## config.mk

```make
export PLATFORM = sky130hd
export DESIGN_NAME = binary_to_base36_text_core
export DESIGN_NICKNAME = d
export VERILOG_FILES = /design/src/sv/b36_pkg.sv /design/src/sv/b36_front.sv /design/src/sv/b36_back.sv /design/src/sv/binary_to_base36_text_core.sv
export SDC_FILE = /design/constraint.sdc
export NUM_CORES = 1
export LEC_CHECK = 0
export BUFFER_PORTS_ARGS = -buffer_cell sky130_fd_sc_hd__buf_2
export CAP_MARGIN = 20
export CORE_UTILIZATION = 35
export CTS_CLUSTER_SIZE = 24
export DETAILED_ROUTE_END_ITERATION = 8
export GPL_TIMING_DRIVEN = 1
export PLACE_DENSITY = 0.59
export SLEW_MARGIN = 0
export SYNTH_ARGS = -nofsm -noshare
export SYNTH_HDL_FRONTEND = slang
export SYNTH_SLANG_ARGS = --single-unit
```

## constraint.sdc

```tcl
create_clock -name i_clk -period 8.7 [get_ports i_clk]
set_input_delay 0.435 -clock i_clk [delete_from_list [all_inputs] [get_ports i_clk]]
set_output_delay 0.435 -clock i_clk [all_outputs]
set_load 0.005 [all_outputs]
```

## src/sv/b36_pkg.sv

```systemverilog
`default_nettype none

package b36_pkg;

    // Converted value width; input bits above it are dropped.
    localparam int VALUE_WIDTH = 64;
    // The divider walks the value one byte at a time.
    localparam int NUM_BYTES   = (VALUE_WIDTH + 7) / 8;
    localparam int PAD_WIDTH   = NUM_BYTES * 8;
    localparam int BYTE_CNT_W  = (NUM_BYTES > 1) ? $clog2(NUM_BYTES) : 1;
    localparam int MAX_DIGITS  = 13;
    localparam int DIGIT_CNT_W = $clog2(MAX_DIGITS);
    localparam int RADIX       = 36;
    // floor(x / 9) == (x * DIV9_RECIP) >> 16 for every x below 2304.
    localparam int DIV9_RECIP  = 7282;
    localparam int QUEUE_DEPTH = 2;
    localparam int QPTR_W      = $clog2(QUEUE_DEPTH);
    localparam int QCNT_W      = $clog2(QUEUE_DEPTH + 1);

    localparam logic [6:0] ASCII_ZERO   = 7'd48;
    localparam logic [6:0] ASCII_ALPHA  = 7'd55;  // 'A' - 10

    typedef enum logic [1:0] {
        BK_IDLE,
        BK_CONV,
        BK_EMIT
    } t_back_state;

    // Head of the value queue, as seen by the back end.
    typedef struct packed {
        logic                   valid;
        logic [VALUE_WIDTH-1:0] value;
    } t_q_head;

    typedef struct packed {
        logic [7:0] quot;
        logic [5:0] rem;
    } t_div_step;

    // One byte step of long division by 36: remainder so far on top of the next byte.
    function automatic t_div_step div36_step(input logic [13:0] cur);
        logic [11:0] quarter;
        logic [24:0] prod;
        logic [13:0] back_mul;
        logic [13:0] diff;
        t_div_step   res;
        quarter      = cur[13:2];
        prod         = 25'(quarter) * 25'(DIV9_RECIP);
        res.quot     = prod[23:16];
        back_mul     = 14'(res.quot) * 14'(RADIX);
        diff         = cur - back_mul;
        res.rem      = diff[5:0];
        return res;
    endfunction

    function automatic logic [6:0] digit_to_ascii(input logic [5:0] d);
        logic [6:0] code;
        if (d < 6'd10) begin
            code = ASCII_ZERO + 7'(d);
        end else begin
            code = ASCII_ALPHA + 7'(d);
        end
        return code;
    endfunction

endpackage

`default_nettype wire

```

## src/sv/b36_front.sv

```systemverilog
`default_nettype none

module b36_front import b36_pkg::*; (
    input  wire logic        i_clk,
    input  wire logic        i_rst_n,
    input  wire logic        i_start,
    input  wire logic [63:0] i_value,
    output logic             o_busy,
    input  wire logic        i_pop,
    output t_q_head          o_head
);

    logic [VALUE_WIDTH-1:0] r_mem [QUEUE_DEPTH];
    logic [QPTR_W-1:0]      r_wr_ptr, n_wr_ptr;
    logic [QPTR_W-1:0]      r_rd_ptr, n_rd_ptr;
    logic [QCNT_W-1:0]      r_count,  n_count;
    logic                   push;

    assign o_busy = (r_count == QCNT_W'(QUEUE_DEPTH));
    assign push   = i_start && !o_busy;

    always_comb begin
        n_wr_ptr = r_wr_ptr;
        n_rd_ptr = r_rd_ptr;
        n_count  = r_count;
        if (push) begin
            n_wr_ptr = r_wr_ptr + 1'b1;
        end
        if (i_pop) begin
            n_rd_ptr = r_rd_ptr + 1'b1;
        end
        if (push && !i_pop) begin
            n_count = r_count + 1'b1;
        end else if (!push && i_pop) begin
            n_count = r_count - 1'b1;
        end
    end

    always_ff @(posedge i_clk) begin
        if (!i_rst_n) begin
            r_wr_ptr <= '0;
            r_rd_ptr <= '0;
            r_count  <= '0;
        end else begin
            r_wr_ptr <= n_wr_ptr;
            r_rd_ptr <= n_rd_ptr;
            r_count  <= n_count;
        end
    end

    // Drop the bits above the converted width on the way in.
    always_ff @(posedge i_clk) begin
        if (push) begin
            r_mem[r_wr_ptr] <= i_value[VALUE_WIDTH-1:0];
        end
    end

    assign o_head.valid = (r_count != '0);
    assign o_head.value = r_mem[r_rd_ptr];

endmodule

`default_nettype wire

```

## src/sv/b36_back.sv

```systemverilog
`default_nettype none

module b36_back import b36_pkg::*; (
    input  wire logic        i_clk,
    input  wire logic        i_rst_n,
    input  wire t_q_head     i_head,
    output logic             o_pop,
    output logic             o_strobe,
    output logic [6:0]       o_character,
    output logic             o_last
);

    t_back_state            r_state, n_state;
    logic [PAD_WIDTH-1:0]   r_val,   n_val;
    logic [5:0]             r_rem,   n_rem;
    logic [BYTE_CNT_W-1:0]  r_byte,  n_byte;
    logic [DIGIT_CNT_W-1:0] r_cnt,   n_cnt;
    logic [DIGIT_CNT_W-1:0] r_idx,   n_idx;
    logic [5:0]             r_dig [MAX_DIGITS];
    logic                   dig_we;
    logic                   r_strobe, n_strobe;
    logic [6:0]             r_char,   n_char;
    logic                   r_last,   n_last;

    t_div_step              step;

    // One byte of long division per cycle, top byte first; quotient bytes
    // shift in at the bottom as dividend bytes leave at the top.
    assign step = div36_step({r_rem, r_val[PAD_WIDTH-1 -: 8]});

    always_comb begin
        n_state  = r_state;
        n_val    = r_val;
        n_rem    = r_rem;
        n_byte   = r_byte;
        n_cnt    = r_cnt;
        n_idx    = r_idx;
        n_strobe = 1'b0;
        n_char   = r_char;
        n_last   = r_last;
        o_pop    = 1'b0;
        dig_we   = 1'b0;
        case (r_state)
            BK_IDLE: begin
                if (i_head.valid) begin
                    o_pop   = 1'b1;
                    n_val   = PAD_WIDTH'(i_head.value);
                    n_rem   = '0;
                    n_byte  = '0;
                    n_cnt   = '0;
                    n_state = BK_CONV;
                end
            end
            BK_CONV: begin
                n_val  = PAD_WIDTH'({r_val, step.quot});
                n_rem  = step.rem;
                n_byte = r_byte + 1'b1;
                if (r_byte == BYTE_CNT_W'(NUM_BYTES - 1)) begin
                    // Quotient complete: keep the remainder as the next digit.
                    dig_we = 1'b1;
                    n_rem  = '0;
                    n_byte = '0;
                    n_cnt  = r_cnt + 1'b1;
                    if (n_val == '0 || r_cnt == DIGIT_CNT_W'(MAX_DIGITS - 1)) begin
                        n_idx   = r_cnt;
                        n_state = BK_EMIT;
                    end
                end
            end
            BK_EMIT: begin
                n_strobe = 1'b1;
                n_char   = digit_to_ascii(r_dig[r_idx]);
                n_last   = (r_idx == '0);
                n_idx    = r_idx - 1'b1;
                if (r_idx == '0) begin
                    if (i_head.valid) begin
                        o_pop   = 1'b1;
                        n_val   = PAD_WIDTH'(i_head.value);
                        n_rem   = '0;
                        n_byte  = '0;
                        n_cnt   = '0;
                        n_state = BK_CONV;
                    end else begin
                        n_state = BK_IDLE;
                    end
                end
            end
            default: begin
                n_state = BK_IDLE;
            end
        endcase
    end

    always_ff @(posedge i_clk) begin
        if (!i_rst_n) begin
            r_state  <= BK_IDLE;
            r_strobe <= 1'b0;
        end else begin
            r_state  <= n_state;
            r_strobe <= n_strobe;
        end
    end

    always_ff @(posedge i_clk) begin
        r_val  <= n_val;
        r_rem  <= n_rem;
        r_byte <= n_byte;
        r_cnt  <= n_cnt;
        r_idx  <= n_idx;
        r_char <= n_char;
        r_last <= n_last;
        if (dig_we) begin
            r_dig[r_cnt] <= step.rem;
        end
    end

    assign o_strobe    = r_strobe;
    assign o_character = r_char;
    assign o_last      = r_last;

endmodule

`default_nettype wire

```

## src/sv/binary_to_base36_text_core.sv

```systemverilog
`default_nettype none

// Channel   | Direction | Handshake                    | Payload
// ----------+-----------+------------------------------+---------------------------
// command   | in        | start high, busy low         | i_value[63:0]
// character | out       | o_strobe, one cycle, no stall| o_character[6:0], o_last
//
// A value with k base-36 digits (k = 1..13) is popped from the queue by the back end,
// at once when the back end is idle, then divided in the divide-by-36 unit (one byte
// of the value per cycle, all eight bytes per digit, LSB digit first), then read out
// of the digit buffer MSB first, one character per cycle.
// Characters of one value come on consecutive cycles.
// A two-entry value queue lets start be taken while the back end converts.
// Reset is synchronous, active low, and empties the queue and idles the back end.
// The receiver cannot stall; busy rises only when the queue is full.

module binary_to_base36_text_core import b36_pkg::*; (
    input  wire logic        i_clk,
    input  wire logic        i_rst_n,
    input  wire logic        start,
    output logic             busy,
    input  wire logic [63:0] i_value,
    output logic             o_strobe,
    output logic [6:0]       o_character,
    output logic             o_last
);

    t_q_head q_head;
    logic    q_pop;

    // Front end: take the transaction, mask the value, hold it in the queue.
    b36_front u_front (
        .i_clk   (i_clk),
        .i_rst_n (i_rst_n),
        .i_start (start),
        .i_value (i_value),
        .o_busy  (busy),
        .i_pop   (q_pop),
        .o_head  (q_head)
    );

    // Back end: divide into digits, then stream them out most significant first.
    b36_back u_back (
        .i_clk       (i_clk),
        .i_rst_n     (i_rst_n),
        .i_head      (q_head),
        .o_pop       (q_pop),
        .o_strobe    (o_strobe),
        .o_character (o_character),
        .o_last      (o_last)
    );

`ifndef SYNTHESIS
    // A run of characters never breaks before its last one.
    a_run_contiguous: assert property (@(posedge i_clk) disable iff (!i_rst_n)
        (o_strobe && !o_last) |=> o_strobe)
        else $error("character run broken before last");

    // No leading zero: a run of more than one character opens with a nonzero digit.
    a_no_leading_zero: assert property (@(posedge i_clk) disable iff (!i_rst_n)
        (o_strobe && !$past(o_strobe) && !o_last) |-> (o_character != ASCII_ZERO))
        else $error("leading zero emitted");

    // An accepted transaction leaves the queue non-empty.
    a_push_visible: assert property (@(posedge i_clk) disable iff (!i_rst_n)
        (start && !busy) |=> q_head.valid)
        else $error("accepted value missing from queue");

    // The back end pops only a valid queue entry.
    a_pop_valid: assert property (@(posedge i_clk) disable iff (!i_rst_n)
        q_pop |-> q_head.valid)
        else $error("pop from empty queue");
`endif

endmodule

`default_nettype wire
```

==> results of run 1 <==
[worst paths after layout]
check	from	end	slack, ns	cells past startpoint
max	u_back.r_val[59]	u_back.r_rem[4]	2.37	20
min	i_value[40]	u_front.r_mem[1][40]	0.09	1
max reg2reg	u_back.r_val[59]	u_back.r_rem[4]	2.37	20
min reg2reg	u_front.r_count[1]	u_front.r_count[1]	0.51	2
[cell families (layout without fill, tap and decap cells)]
logic type | count (synthesis) | in the layout | synth area share
AOI/OAI and AO/OA | 142 | 142 | 0.0633
xor gates and xnor gates | 24 | 24 | 0.0149
adders and majority gates | 115 | 115 | 0.114
buffers and inverters | 107 | 226 | 0.0289
DFF | 307 | 307 | 0.623
muxes | 90 | 90 | 0.0836
and+or+nand+nor | 206 | 206 | 0.0724
[metal layers]
layer / vias up / part of all wire
li1: 3884 / -
met1: 3925 / 0.44
met2: 149 / 0.49
met3: 41 / 0.041
met4: 2 / 0.024
met5: - / 0.00038
[critical path: stages (launching register included)]
cell	delay (ns)
edfxtp_1	0.48
inv_1	0.11
fa_1	0.54
inv_1	0.06
ha_1	0.30
inv_1	0.06
fa_1	0.50
inv_1	0.05
fa_1	0.50
inv_1	0.06
fa_1	0.54
inv_1	0.04
ha_1	0.37
nand2_1	0.11
a211oi_2	0.34
nor3_1	0.10
a21o_1	0.17
or2_2	0.32
fa_1	0.42
xor2_1	0.87
nor2b_1	0.22
[synth_stat cells, types with 3 or more instances]
cell	count	share of area
and2_1	26	0.011
dfxtp_1	12	0.016
nor2_1	22	0.0057
mux2_4	4	0.0041
nor4_1	15	0.0064
inv_1	77	0.020
o21a_1	3	0.0015
a211oi_1	5	0.0026
o21ai_0	69	0.024
fa_1	30	0.041
and3_1	4	0.0017
a21oi_1	23	0.0079
nand2b_1	3	0.0013
a21o_1	7	0.0036
mux4_2	24	0.037
xor2_1	5	0.0030
or2_2	4	0.0017
nor2b_1	5	0.0021
nand4_1	8	0.0034
clkbuf_1	19	0.0049
a21oi_2	4	0.0024
edfxtp_1	295	0.61
buf_1	6	0.0015
xnor2_1	18	0.011
nand3_1	13	0.0045
a211oi_2	3	0.0026
nor3_1	8	0.0027
ha_1	85	0.073
nand2_1	82	0.021
mux2i_1	62	0.042
[metrics by stage]
stage / setup WS, ns / hold WS, ns / utilization / instance area, um^2
2_1_floorplan: 1.68 / 0.478 / - / 14600
3_3_place_gp: 2.19 / 0.487 / 0.381 / 15600
3_5_place_dp: 1.96 / 0.512 / 0.381 / 15600
4_1_cts: 1.92 / 0.0572 / 0.408 / 16700
5_1_grt: 2.07 / 0.0630 / 0.408 / 16700
6_report: 2.37 / 0.0875 / 0.408 / 16700
[sequential cells by signal, indices dropped and copies added (netlist names), 2 cells and up, named ones only]
signal	count
u_back.o_character	7
u_back.r_cnt	4
u_back.r_byte	3
u_front.r_count	2
u_front.r_mem	128
u_back.r_rem	6
u_back.r_val	64
u_back.r_idx	4
u_back.r_state	2
u_back.r_dig	78
[cell type report]
class                      instances  area share
sequential                       307       0.544
multi-input combinational        577       0.306
timing repair buffer              86      0.0272
inverter                          78      0.0175
tap                              532      0.0398
clock buffer                      40      0.0522
clock inverter                    22      0.0135
==> metrics.yaml, run 1 <==
num_vias: 8001
cts_inserted_buffers: 34
drtAntennaViolNets: 0
grt.busiest_layer: "met2"
syn_nets: 1173
first_iter_violations: 379
wire_per_inst_um: 17.7
ios: 77
timing.setup.tns_ns: 0
cp_max_fo: 14
layout-drive-gt1-share: 0.182
cts-root-buf: "clkbuf_16"
grt_overflow_total: 0
rows: 74
ys_types: 72
yosysWarnings: 0
hold_class: "input pin to flop"
end_kind: "flop"
core_mm2: 0.0410
synth_area_mm2: 0.0146
layout_common_cells: "295 x edfxtp_1, 84 x ha_1, 82 x nand2_1"
antenna_found_initial: 3
clk_pin_slew_ns: 0.06
violations: "DRC"
worstPathArrival_ns: 6.71
cts_buffer_depth: 3
rsz0062_at_grt: "no"
stdcell_count: 1642
seq_area_mm2: 0.00910
required_ns: 9.08
htree_num_levels: 2
antenna_cells: 0
syn_to_final_growth_pct: 14.6
gr-usage-met1: 0.185
die_h_um: 206
dp_hpwl_um: 20500
relSlewSlack: 0.271
fin_skew_ns: 0.0291
grt_pass1_vias: 8333
synth_edf_count: 295
grt_pass1_wl_um: 46200
fillers: 3788
cts_tree: "yes"
initial_core_util: 0.356
dp_cells: 1579
worstMarginPinSlew_ns: 1.09
fin_crit_sh: 0.727
clk_latency_ns: 0.53
portBuffers: 76
dieArea_mm2: 0.0425
drt_pass1_iterations: 7
multi_input_area_mm2: 0.00512
post-cts-setup-buffers: 0
hold_viol: 0
met3_usage: 0.0284
ys_ff_latch: 307
track_usage: 0.143
fin_nets: 1266
final_max_slew_viol_count: 0
remaining_drc_errors: 2
syn_avg_cell_area_um2: 14.7
final_common_cell: "edfxtp_1"
cts.repair.resized: 0
drv_cap: 0
timing.fmax_mhz: 158
ys_async_sr_fraction: 0
cts.sinks: 307
grt_max_degree: 81
routed_via_density: 4.87
die_x_um: 206
status: "complete, but fails checks"
ys_seq_area_frac: 0.623
ys.flop_type: "edfxtp_1"
critPathKind: "flop to flop"
syn_inst: 991
wl_um: 29100
start_kind: "flop"
period_needed_ns: 6.33
gr-usage-met2: 0.241
ctsHoldBuffers: 0
gp_congestion: 0.854
setup_viol: 0
Power of run 1 is not shown: default switching activity piles up to over one toggle a cycle in this logic, so the estimate is an artifact.
==> inputs of run 2 (changes only) <==
--- a/config.mk
+++ b/config.mk
@@ -11,7 +11,7 @@
 export CTS_CLUSTER_SIZE = 24
 export DETAILED_ROUTE_END_ITERATION = 8
 export GPL_TIMING_DRIVEN = 1
-export PLACE_DENSITY = 0.59
+export PLACE_DENSITY = 0.6
 export SLEW_MARGIN = 0
 export SYNTH_ARGS = -nofsm -noshare
 export SYNTH_HDL_FRONTEND = slang
==> constraint.sdc (replaced) <==
create_clock -name i_clk -period 5.3 [get_ports i_clk]
set_input_delay 0.265 -clock i_clk [delete_from_list [all_inputs] [get_ports i_clk]]
set_output_delay 0.265 -clock i_clk [all_outputs]
set_load 0.005 [all_outputs]
==> metrics.yaml, run 2 (synthesized netlist as in run 1, its figures left out) <==
status: "complete, but fails checks"
violations: "DRC, setup timing"
cp_slowest_cell: "fa_1"
syn_to_final_growth_pct: 24.7
worstHoldPathCells: 3  # +2
cts_tree: "yes"
post-route-util: 0.444  # +0.0361
drt_pass1_iterations: 7  # unchanged
fin_crit_sh: 1.03  # +0.308
cp_cell_sequence: "buf_4, fa_1, ha_4, inv_1, fa_1, inv_2, fa_1, inv_2, fa_1, inv_2, ha_4, nand2_4, a211oi_4, nor3_2, a21o_1, or2_4, ha_4, a21o_1, a21oi_2, xnor2_1, xnor2_1, xnor2_2, and2_1"
die_x_um: 206  # unchanged
timing.final.ws_setup_ns: -0.185  # -2.56 ns
wire_per_inst_um: 17.2  # -2.8%
relSlewSlack: 0.240  # -0.0305
cts_buffer_depth: 3  # unchanged
hold_class: "input pin to flop"
layout_common_cells: "295 x edfxtp_1, 80 x nand2_1, 77 x buf_4"
final_max_slew_viol_count: 0  # unchanged
cp_common_cell: "fa_1"
worstMarginPinSlew_ns: 1.13  # +0.0408 ns
required_ns: 5.62  # -3.46 ns
hold_viol: 0  # unchanged
rows: 74  # unchanged
critPathKind: "flop to flop"
cts.sinks: 307  # unchanged
stdcell_count: 1781  # +8.5%
cp_max_fo: 6  # -8
drtAntennaViolNets: 0  # unchanged
crit_buf_inv: 5  # -1
cts_inserted_buffers: 31  # -8.8%
setup_viol: 51  # +51
grt_overflow_total: 0  # unchanged
first_iter_violations: 517  # +36%
die_h_um: 206  # unchanged
wl_um: 30700  # +5.4%
fillers: 3630  # -4.2%
fin_hold_ws_ns: 0.191  # +0.104 ns
grt_pass1_vias: 8893  # +6.7%
worstPathArrival_ns: 5.81  # -0.90 ns
dp_slack_ns: -0.297  # -2.26 ns
num_vias: 8524  # +6.5%
cts-root-buf: "clkbuf_16"
htree_num_levels: 1  # -1
gp_congestion: 0.856  # +0.16%
critical_path_depth: 23  # +15%
regMostFlops: "u_front.r_mem"
dp_hpwl_um: 22000  # +7.3%
cpPeakStageDelay_ns: 0.52  # -0.35 ns
track_usage: 0.147  # +0.00436
fin_nets: 1406  # +11%
antenna_found_initial: 1  # -2
fin_skew_ns: 0.0217  # -0.00741 ns
r2r_cells: 23  # +15%
timing.fmax_mhz: 182  # +15%
initial_core_util: 0.356  # unchanged
clk_latency_ns: 0.58  # +0.05 ns
ios: 77  # unchanged
dp_cells: 1644  # +4.1%
final_common_cell: "edfxtp_1"
core_mm2: 0.0410  # unchanged
routed_via_density: 4.79  # -1.8%
drv_cap: 0  # unchanged
layout-drive-gt1-share: 0.254  # +0.0720
period_needed_ns: 5.48  # -0.841 ns
start_kind: "flop"
end_kind: "flop"
dieArea_mm2: 0.0425  # unchanged
grt_pass1_wl_um: 47900  # +3.8%
reg_top3: "u_front.r_mem (128), u_back.r_dig (78), u_back.r_val (64)"
portBuffers: 76  # unchanged
clk_pin_slew_ns: 0.06  # about the same
grt_max_degree: 88  # +8.6%
remaining_drc_errors: 4  # +2
largest_register_ffs: 128  # unchanged
crit_family: "adder cells"
rsz0062_at_grt: "yes"
[run 2: final cells by class]
| type | instances | area [um^2] | area share |
|---|---|---|---|
| clock buffer | 41 | 813 | 0.0446 |
| clock inverter | 16 | 171 | 0.00941 |
| multi-input combinational | 577 | 5400 | 0.296 |
| tap | 532 | 666 | 0.0365 |
| sequential | 307 | 9100 | 0.500 |
| antenna | 1 | 2.50 | 0.000137 |
| timing repair buffer | 229 | 1770 | 0.0973 |
| inverter | 78 | 293 | 0.0161 |
[run 2: worst paths after layout]
path                      startpoint              endpoint  slack (ns)
setup reg to reg    u_back.r_val[60]       u_back.r_rem[5]       -0.18
hold reg to reg   u_front.r_count[1]    u_front.r_count[1]        0.52
hold / removal                 start  u_front.r_mem[0][26]        0.19
setup / recovery    u_back.r_val[60]       u_back.r_rem[5]       -0.18
[run 2: tightest hold or removal path, cell delays in order]
cell	delay (ns)
buf_2	0.10
nand2_1	0.12
nor2_4	0.10
[run 2: stage by stage]
step                setup TNS, ns  instance area [um^2]
floorplan                   -1.31                 14700
global placement            -6.69                 16200
detailed placement          -8.85                 16200
CTS                         -3.01                 18100
global route               -15.77                 18200
finish                      -4.59                 18200
[run 2: repair_timing]
item,in CTS,in global routing
hold buffers,65,0
setup buffers,9,4
hold endpoints to repair,130,0
setup endpoints to repair,51,52
pin swaps,28,9
gates cloned,0,1
resized for setup,32,17
[run 2: routing by layer]
| layer | routed length [um] | share of wire | track usage |
|---|---|---|---|
| met1 | 13500 | 0.44 | 0.190 |
| met2 | 15400 | 0.50 | 0.255 |
| met3 | 1100 | 0.036 | 0.0235 |
| met4 | 679 | 0.022 | 0.0404 |
| met5 | 0 | 0 | 0 |
Power of run 2 is left out for the same reason.
